--- config.mk ---
export PLATFORM = sky130hd
export DESIGN_NAME = pic_ctrl
export DESIGN_NICKNAME = d
export VERILOG_FILES = /design/src/pic_pkg.sv /design/src/pic_ctrl.sv
export SDC_FILE = /design/constraint.sdc
export NUM_CORES = 1
export LEC_CHECK = 0
export ABC_CLOCK_PERIOD_IN_PS = 18750
export BUFFER_PORTS_ARGS = -buffer_cell sky130_fd_sc_hd__buf_2
export CELL_PAD_IN_SITES_DETAIL_PLACEMENT = 0
export CELL_PAD_IN_SITES_GLOBAL_PLACEMENT = 1
export CORE_ASPECT_RATIO = 1.4
export CORE_UTILIZATION = 50
export CTS_BUF_LIST = sky130_fd_sc_hd__clkbuf_16
export CTS_CLUSTER_DIAMETER = 150
export DETAILED_ROUTE_END_ITERATION = 10
export PLACE_DENSITY_LB_ADDON = 0.1
export SLEW_MARGIN = 0
export SYNTH_ARGS = -nofsm -noshare
export SYNTH_HDL_FRONTEND = slang
export SYNTH_SLANG_ARGS = --single-unit
--- constraint.sdc ---
create_clock -name aclk -period 18.75 [get_ports aclk]
set_input_delay 3.75 -clock aclk [delete_from_list [all_inputs] [get_ports aclk]]
set_output_delay 3.75 -clock aclk [all_outputs]
set_load 0.1 [all_outputs]
--- src/pic_pkg.sv ---
// Package for the pairwise intersection counter.
// Holds sizes, payload structs, state codes and shared helpers.
// No dependencies.
`default_nettype none
package pic_pkg;

    localparam int MAX_LISTS    = 8;
    localparam int MAX_LIST_LEN = 1024;

    localparam int LIST_W   = 3;
    localparam int NUM_W    = 4;
    localparam int HASH_W   = 64;
    localparam int COUNT_W  = 11;
    localparam int COUNT_MAX = 2047;
    localparam int LEN_W    = $clog2(MAX_LIST_LEN + 1);
    localparam int DEPTH    = MAX_LISTS * MAX_LIST_LEN;
    localparam int ADDR_W   = (DEPTH > 1) ? $clog2(DEPTH) : 1;

    localparam logic [NUM_W-1:0] ACTIVE_RESET = NUM_W'(8);

    typedef struct packed {
        logic              mode;
        logic [LIST_W-1:0] list_id;
        logic [HASH_W-1:0] hash_value;
    } in_item_t;

    typedef struct packed {
        logic [LIST_W-1:0]  row_list;
        logic [LIST_W-1:0]  col_list;
        logic [COUNT_W-1:0] shared_count;
        logic               last_entry;
        logic               append_dropped;
    } out_item_t;

    typedef struct packed {
        logic              we;
        logic [ADDR_W-1:0] waddr;
        logic [HASH_W-1:0] wdata;
        logic [ADDR_W-1:0] raddr_a;
        logic [ADDR_W-1:0] raddr_b;
    } ram_req_t;

    typedef enum logic [2:0] {
        ST_IDLE,
        ST_LEN_A,
        ST_LEN_B,
        ST_READ,
        ST_CMP,
        ST_EMIT
    } state_t;

    localparam logic MODE_APPEND = 1'b0;
    localparam logic MODE_RUN    = 1'b1;

    // Base address of a list plus a position inside it
    function automatic logic [ADDR_W-1:0] list_addr(input logic [LIST_W-1:0] id,
                                                    input logic [LEN_W-1:0] pos);
        logic [ADDR_W+LEN_W-1:0] a;
        a = (ADDR_W+LEN_W)'(id) * (ADDR_W+LEN_W)'(MAX_LIST_LEN) + (ADDR_W+LEN_W)'(pos);
        return a[ADDR_W-1:0];
    endfunction

    // Clamp a list length to the count field
    function automatic logic [COUNT_W-1:0] sat_len(input logic [LEN_W-1:0] len);
        logic [COUNT_W-1:0] r;
        if ((LEN_W + COUNT_W)'(len) > (LEN_W + COUNT_W)'(COUNT_MAX)) begin
            r = COUNT_W'(COUNT_MAX);
        end else begin
            r = COUNT_W'(len);
        end
        return r;
    endfunction

endpackage
`default_nettype wire

--- src/pic_ctrl.sv ---
// Control for the pairwise intersection counter: append checks, list
// lengths, pair merge walk and result register. Uses pic_pkg.
`default_nettype none
module pic_ctrl (
    input  wire logic                      aclk,
    input  wire logic                      aresetn,
    input  wire logic [pic_pkg::NUM_W-1:0] active_n,
    input  wire logic                      s_valid,
    output logic                           s_ready,
    input  wire pic_pkg::in_item_t         s_data,
    output logic                           m_valid,
    input  wire logic                      m_ready,
    output pic_pkg::out_item_t             m_data,
    output pic_pkg::ram_req_t              ram_req,
    input  wire logic [pic_pkg::HASH_W-1:0] rd_a,
    input  wire logic [pic_pkg::HASH_W-1:0] rd_b
);

    pic_pkg::state_t state_reg, state_next;

    logic [pic_pkg::LEN_W-1:0]   len_reg  [pic_pkg::MAX_LISTS];
    logic [pic_pkg::LEN_W-1:0]   len_next [pic_pkg::MAX_LISTS];
    logic [pic_pkg::HASH_W-1:0]  last_reg [pic_pkg::MAX_LISTS];
    logic                        drop_reg, drop_next;
    logic [pic_pkg::LIST_W-1:0]  row_reg, row_next, col_reg, col_next;
    logic [pic_pkg::LEN_W-1:0]   ia_reg, ia_next, ib_reg, ib_next;
    logic [pic_pkg::LEN_W-1:0]   la_reg, la_next;
    logic [pic_pkg::COUNT_W-1:0] cnt_reg, cnt_next;
    logic                        m_valid_reg, m_valid_next;
    pic_pkg::out_item_t          m_data_reg, m_data_next;

    logic [pic_pkg::LIST_W-1:0]  len_sel;
    logic [pic_pkg::LEN_W-1:0]   len_rd;
    logic [pic_pkg::HASH_W-1:0]  last_rd;
    logic                        s_fire, app_ok, slot_free, at_last, col_end;
    logic [pic_pkg::NUM_W-1:0]   n_eff, n_m1;

    // Clamp the active list count
    always_comb begin
        if (active_n == '0) begin
            n_eff = pic_pkg::NUM_W'(1);
        end else if (active_n > pic_pkg::NUM_W'(pic_pkg::MAX_LISTS)) begin
            n_eff = pic_pkg::NUM_W'(pic_pkg::MAX_LISTS);
        end else begin
            n_eff = active_n;
        end
        n_m1 = n_eff - pic_pkg::NUM_W'(1);
    end

    // One length read port: append list, row list, then column list
    always_comb begin
        case (state_reg)
            pic_pkg::ST_IDLE:  len_sel = s_data.list_id;
            pic_pkg::ST_LEN_A: len_sel = row_reg;
            default:           len_sel = col_reg;
        endcase
    end
    assign len_rd  = len_reg[len_sel];
    assign last_rd = last_reg[s_data.list_id];

    assign s_ready   = (state_reg == pic_pkg::ST_IDLE);
    assign s_fire    = s_valid && s_ready;
    assign slot_free = !m_valid_reg || m_ready;
    assign col_end   = ({1'b0, col_reg} == n_m1);
    assign at_last   = col_end && ({1'b0, row_reg} == n_m1);
    assign app_ok    = ({1'b0, s_data.list_id} < n_eff)
                       && (len_rd < pic_pkg::LEN_W'(pic_pkg::MAX_LIST_LEN))
                       && ((len_rd == '0) || (s_data.hash_value > last_rd));

    // Next state
    always_comb begin
        state_next = state_reg;
        case (state_reg)
            pic_pkg::ST_IDLE: begin
                if (s_fire && s_data.mode == pic_pkg::MODE_RUN) begin
                    state_next = pic_pkg::ST_LEN_A;
                end
            end
            pic_pkg::ST_LEN_A: state_next = pic_pkg::ST_LEN_B;
            pic_pkg::ST_LEN_B: begin
                if (row_reg == col_reg || la_reg == '0 || len_rd == '0) begin
                    state_next = pic_pkg::ST_EMIT;
                end else begin
                    state_next = pic_pkg::ST_READ;
                end
            end
            pic_pkg::ST_READ: state_next = pic_pkg::ST_CMP;
            pic_pkg::ST_CMP: begin
                if (ia_next >= la_reg || ib_next >= len_rd) begin
                    state_next = pic_pkg::ST_EMIT;
                end else begin
                    state_next = pic_pkg::ST_READ;
                end
            end
            pic_pkg::ST_EMIT: begin
                if (slot_free) begin
                    state_next = at_last ? pic_pkg::ST_IDLE : pic_pkg::ST_LEN_A;
                end
            end
            default: state_next = pic_pkg::ST_IDLE;
        endcase
    end

    // Datapath and outputs
    always_comb begin
        len_next     = len_reg;
        drop_next    = drop_reg;
        row_next     = row_reg;
        col_next     = col_reg;
        ia_next      = ia_reg;
        ib_next      = ib_reg;
        la_next      = la_reg;
        cnt_next     = cnt_reg;
        m_valid_next = m_valid_reg && !m_ready;
        m_data_next  = m_data_reg;
        ram_req.we      = 1'b0;
        ram_req.waddr   = pic_pkg::list_addr(s_data.list_id, len_rd);
        ram_req.wdata   = s_data.hash_value;
        ram_req.raddr_a = pic_pkg::list_addr(row_reg, ia_reg);
        ram_req.raddr_b = pic_pkg::list_addr(col_reg, ib_reg);
        case (state_reg)
            pic_pkg::ST_IDLE: begin
                if (s_fire && s_data.mode == pic_pkg::MODE_APPEND) begin
                    if (app_ok) begin
                        ram_req.we = 1'b1;
                        len_next[s_data.list_id] = len_rd + pic_pkg::LEN_W'(1);
                    end else begin
                        drop_next = 1'b1;
                    end
                end else if (s_fire) begin
                    row_next = '0;
                    col_next = '0;
                end
            end
            pic_pkg::ST_LEN_A: begin
                la_next  = len_rd;
                ia_next  = '0;
                ib_next  = '0;
                cnt_next = '0;
            end
            pic_pkg::ST_LEN_B: begin
                if (row_reg == col_reg) begin
                    cnt_next = pic_pkg::sat_len(la_reg);
                end
            end
            pic_pkg::ST_CMP: begin
                if (rd_a < rd_b) begin
                    ia_next = ia_reg + pic_pkg::LEN_W'(1);
                end else if (rd_a > rd_b) begin
                    ib_next = ib_reg + pic_pkg::LEN_W'(1);
                end else begin
                    ia_next = ia_reg + pic_pkg::LEN_W'(1);
                    ib_next = ib_reg + pic_pkg::LEN_W'(1);
                    if (cnt_reg != pic_pkg::COUNT_W'(pic_pkg::COUNT_MAX)) begin
                        cnt_next = cnt_reg + pic_pkg::COUNT_W'(1);
                    end
                end
            end
            pic_pkg::ST_EMIT: begin
                if (slot_free) begin
                    m_valid_next                = 1'b1;
                    m_data_next.row_list        = row_reg;
                    m_data_next.col_list        = col_reg;
                    m_data_next.shared_count    = cnt_reg;
                    m_data_next.last_entry      = at_last;
                    m_data_next.append_dropped  = drop_reg;
                    if (at_last) begin
                        // Empty every list and drop the flag
                        for (int k = 0; k < pic_pkg::MAX_LISTS; k++) begin
                            len_next[k] = '0;
                        end
                        drop_next = 1'b0;
                    end else if (col_end) begin
                        col_next = '0;
                        row_next = row_reg + pic_pkg::LIST_W'(1);
                    end else begin
                        col_next = col_reg + pic_pkg::LIST_W'(1);
                    end
                end
            end
            default: begin
            end
        endcase
    end

    // Control registers
    always_ff @(posedge aclk) begin
        if (!aresetn) begin
            state_reg   <= pic_pkg::ST_IDLE;
            drop_reg    <= 1'b0;
            m_valid_reg <= 1'b0;
            for (int k = 0; k < pic_pkg::MAX_LISTS; k++) begin
                len_reg[k] <= '0;
            end
        end else begin
            state_reg   <= state_next;
            drop_reg    <= drop_next;
            m_valid_reg <= m_valid_next;
            len_reg     <= len_next;
        end
    end

    // Payload registers
    always_ff @(posedge aclk) begin
        row_reg    <= row_next;
        col_reg    <= col_next;
        ia_reg     <= ia_next;
        ib_reg     <= ib_next;
        la_reg     <= la_next;
        cnt_reg    <= cnt_next;
        m_data_reg <= m_data_next;
        if (ram_req.we) begin
            last_reg[s_data.list_id] <= s_data.hash_value;
        end
    end

    assign m_valid = m_valid_reg;
    assign m_data  = m_data_reg;

endmodule
`default_nettype wire

After elaboration in Yosys (flattened, before gate mapping)
Memories as Yosys holds them, arrays and structs flattened. Index checks and enable logic that the tools add are counted.

Flip-flop bits (word level): 162. Bits in writable memories: 512. Output and inout port bits: 125. Word-level logic and storage cells: 150. Memories kept: 1.

Memory list: last_reg (words 8, width 64, read ports 1, clocked after memory_dff 0, wr ports 1, line pic_ctrl.sv:23) `logic [pic_pkg::HASH_W-1:0] last_reg [pic_pkg::MAX_LISTS];`.

$add $sub $neg: 10. Magnitude comparators: 11. Eq/ne operators: 23. Muxes and demuxes: 52. Bitwise gates (word level): 3. Reductions and logical operators: 28.

Operators with widths (number): 88-bit two-way mux (4); 88-bit one-hot mux with 2 select lines (1); 64-bit greater-than comparator (2); 11-bit two-way mux (10); 88-bit bitwise mux (1); 64-bit less-than comparator (1); 11-bit by 1-bit adder with 11-bit output (second input constant) (4); 11-bit one-hot mux with 2 select lines (2); 13-bit by 11-bit adder with 13-bit output (3); 3-bit two-way mux (12); 11-bit binary-select mux with 3-bit select (1); 11-bit demux with 3-bit select (1); 11-bit one-hot mux with 3 select lines (1); 11-bit >= comparator (2); 11-bit zero test (2); 2-bit != test (second input constant) (10); 5-bit AND reduction (4); 3-bit one-hot mux with 2 select lines (3); 3-bit one-hot mux with 6 select lines (1); 1-bit two-way mux (12); 11-bit less-than comparator (second input constant) (1); 11-bit != test (second input constant) (1); 3-bit by 4-bit equality test with 1-bit output (2); 4-bit >= comparator (second input constant) (2); other kinds (23) (44).

Depth between registers and ports, before layout
Word-level depth: 14. Mapped depth: 22. Gate-level depth less buffers: 21.

Worst setup path before layout
No wires, ideal clock.

Path type: input to output. Start: input s_data[66] (netlist name). End: output ram_req[103] (netlist name). Arrival time: 7.817 ns. Required time: 15.000 ns. Slack: 7.183 ns. Stages: 19. Path buffers: 6. Cell sequence: clkbuf_1 -> nor3b_1 -> clkbuf_1 -> buf_1 -> a22oi_1 -> and3_1 -> ha_1 -> nor2b_1 -> o211ai_1 -> a2111oi_0 -> or4_1 -> a311oi_1 -> nand3_1 -> a21boi_1 -> buf_6 -> buf_2 -> nand2b_1 -> buf_2 -> inv_1.

RTL lines: start: declaration (line pic_ctrl.sv:10) `input wire pic_pkg::in_item_t s_data,`; end: declaration (line pic_ctrl.sv:14) `output pic_pkg::ram_req_t ram_req,`.

==> flow_summary.yaml <==
drt:
  pre_repair_dr_iteration_count: 5
  routedWlPerCell_um: 24.6
  vias: 20300
  drtIter0Drc: 1255
  drt.antenna.violating_nets: 0
  totalWireLength_um: 83200
  vias_per_cell: 6.00
  drc_errors: 0
power_and_ir_drop:
  proportion_of_power_drawn_by_flip_flops_and_latches: 0.479
  vdd_drop_max_uv: 89.5
  switching_power_w: 0.000962
  power.leakage_nw: 12.8
  combinational_cell_fraction_of_total_power: 0.154
  p_int_w: 0.00250
  proportion_of_total_power_due_to_net_switching: 0.278
  clock_power_share: 0.367
  cellPowerDensity_nw_per_um2: 100
floorplan:
  die_height_um: 294
  io-pin-count: 329
  initial_core_util: 0.508
  core.rowCount: 106
  floorplan.die.width_um: 211
  core_area_um2: 59900
  die-area_um2: 61900
run:
  max_cap_viol_count: 0
grt:
  groute.usage.overall: 0.268
  initial_antenna_violation_count: 6
  grt_max_degree: 58
  grt_pass1_vias: 20400
  wire_length_of_the_first_global_routing_pass_um: 124000
  grt.overflow.total: 0
critical_path:
  crit_fanout: 36
  crit_path_end_kind: "output port"
  critical_path.startpoint_type: "input pin"
  regToRegStartpoint: "state_reg[2]$_SDFFE_PN0P_"
  arrival_ns: 9.60
  timing.reg2reg.worst_path_depth: 16
  rrSetupSlack_ns: 11.41
  worst_path_required_ns: 15.00
  r2r-end: "last_reg[7][31]$_DFFE_PP_"
  timing_worst_setup_path_type: "input pin to output port"
layout:
  multi_input_comb_area_um2: 9730
  ff_latch_area_um2: 19100
  finalNonFillerCells: 3378
  largest_reg_flops: 512
  fin_nets: 2883
  layout-drive-gt1-share: 0.208
  fillerInstances: 4958
  area.growth.synth_to_final_pct: 13.0
timing:
  slew_viol_final: 0
  hold_viol: 0
  min_period_ns: 13.35
  slew-limit-headroom: 0.263
  fin_crit_sh: 0.712
  rsz_0062_raised_after_global_routing: "no"
  totalNegativeSetupSlack_ns: 0
  timing.fmax_ghz: 0.0749
  clock_skew_ns: 0.0236
  max_slew.worst_pin.slew_ns: 1.10
  final-setup-viol-count: 0
  setup_ws_ns: 5.40
min_path:
  holdPathEnd: "len_reg[23]$_SDFFE_PN0P_"
  worstHoldStart: "len_reg[23]$_SDFFE_PN0P_"
  worst_hold_path.num_cells: 2
  worst_hold_path_type: "flop to flop"
yosys:
  mappedNetlistArea_um2: 30500
  postSynthRegisterBits: 674
  netlist.area_leader.share: 0.551
  ys_async_sr_fraction: 0
  yosysMostFrequentCell: "edfxtp_1"
  synth_flop_cell: "edfxtp_1"
  synth_largest_area_cell: "edfxtp_1"
  synthTopCellsByArea: "edfxtp_1 55%, dfxtp_1 7.6%, ha_1 6.8%"
  synth_top_cells_by_count: "559 x edfxtp_1, 166 x ha_1, 160 x inv_1"
  syn-instance-count: 2272
  seq_area_frac_synth: 0.626
  synth_fp_nets: 2642
  edff_count_synth: 559
  synth_area_per_cell_um2: 13.4
  synth.distinct_cells: 85
  yosys_warning_total: 0
clock_tree:
  cts_post_setup_buffers_inserted: 0
  numClockSinks: 674
  cts.repair.resized: 0
  clock_tree_from_tritoncts: "yes"
  htreeDepth: 3
  cts-root-to-sink-buffers: 3
  cts_made_buffers: 66
  quantity_of_hold_fixing_buffers_added_after_cts: 0
  clk_latency_ns: 0.61
  clock_root_buffer: "clkbuf_16"
  post_cts_clock_slew_at_the_launch_and_capture_registers_of_the_worst_setup_and_hold_paths_ns: 0.06
placed_design:
  routabilityCongestion: 0.910
  dp_hpwl_um: 53200
  numPlacedInstances: 3255
  dpl_worst_slack_ns: 5.44
  io_buffer_count: 328
outcome:
  run_status: "complete, no violations"
[power groups by stage]
stage               logic [W]  registers, W  clock network, W
floorplan            0.000382       0.00168                 0
global placement     0.000527       0.00169                 0
detailed placement   0.000532       0.00169                 0
CTS                  0.000534       0.00166           0.00129
global route         0.000570       0.00166           0.00135
finish               0.000533       0.00166           0.00127
[cell type report]
cell class              count  area share
repair buffers            369      0.0566
flip-flops and latches    674       0.554
clock buffers              68      0.0494
multi-input cells        1242       0.282
diodes                      3    0.000218
inverters                 160      0.0174
clock inverters            52      0.0100
well taps                 810      0.0294
[how the worst max path moves through the flow]
stage	startpoint	endpoint
detailed placement	s_data[64]	ram_req[103]
finish	s_data[64]	ram_req[103]
CTS	s_data[64]	ram_req[103]
global placement	s_data[64]	ram_req[103]
floorplan	s_data[66]	ram_req[103]
global route	s_data[64]	ram_req[103]
[cell usage in the layout, fill, tap and decap left out, types with 16 or more instances in the layout]
cell type / instances
mux2_2: 21
and3_1: 64
buf_4: 41
nor3_1: 16
nand2_1: 80
clkinv_1: 17
o2bb2ai_1: 20
edfxtp_1: 559
buf_2: 328
a22o_1: 55
a21oi_1: 77
and4_1: 20
o21ai_0: 33
mux2i_1: 31
a221oi_1: 56
nor2_1: 74
dfxtp_1: 115
nand3_1: 32
inv_1: 174
clkbuf_16: 68
a21o_1: 19
ha_1: 166
o22ai_1: 76
nand4_1: 40
a22oi_1: 159
[cells by family (layout without fill, tap and decap cells)]
kind of cell	after synthesis	in the layout	synth area share
DFF	674	674	0.626
AOI/OAI and AO/OA	583	583	0.143
and+or+nand+nor	410	410	0.0760
buffers and inverters	356	649	0.0588
adders and majority gates	166	166	0.0682
muxes	56	56	0.0195
xor gates and xnor gates	27	27	0.00776
other	0	3	0
[metal layers]
layer  wire [µm]  track usage  part of all wire
met1       33900        0.335              0.41
met2       43000        0.481              0.52
met3        4360       0.0340             0.052
met4        1980       0.0850             0.024
met5          17            0           0.00020
[through the flow]
stage | instance area (µm²) | hold slack, ns | power (W) | util
global route | 34400 | 0.465 | 0.00357 | 0.574
detailed placement | 32400 | 0.442 | 0.00222 | 0.540
CTS | 34400 | 0.453 | 0.00348 | 0.574
finish | 34400 | 0.453 | 0.00346 | 0.574
global placement | 32400 | 0.439 | 0.00221 | 0.540
floorplan | 30500 | 0.409 | 0.00207 | -
[critical path, stage by stage]
cell      delay [ns]
buf_2           0.32
and3b_2         0.88
buf_4           0.61
a22o_1          0.21
a221oi_1        0.05
and3_1          0.20
ha_1            0.32
nand4_1         0.10
nor4_1          0.72
and4_1          0.38
o31a_1          0.19
a311oi_1        0.06
nand3_1         0.11
a21boi_1        0.10
buf_4           0.23
nand2b_1        0.57
inv_1           0.28
buf_2           0.46
No activity file was read; power rests on OpenSTA's default activity.
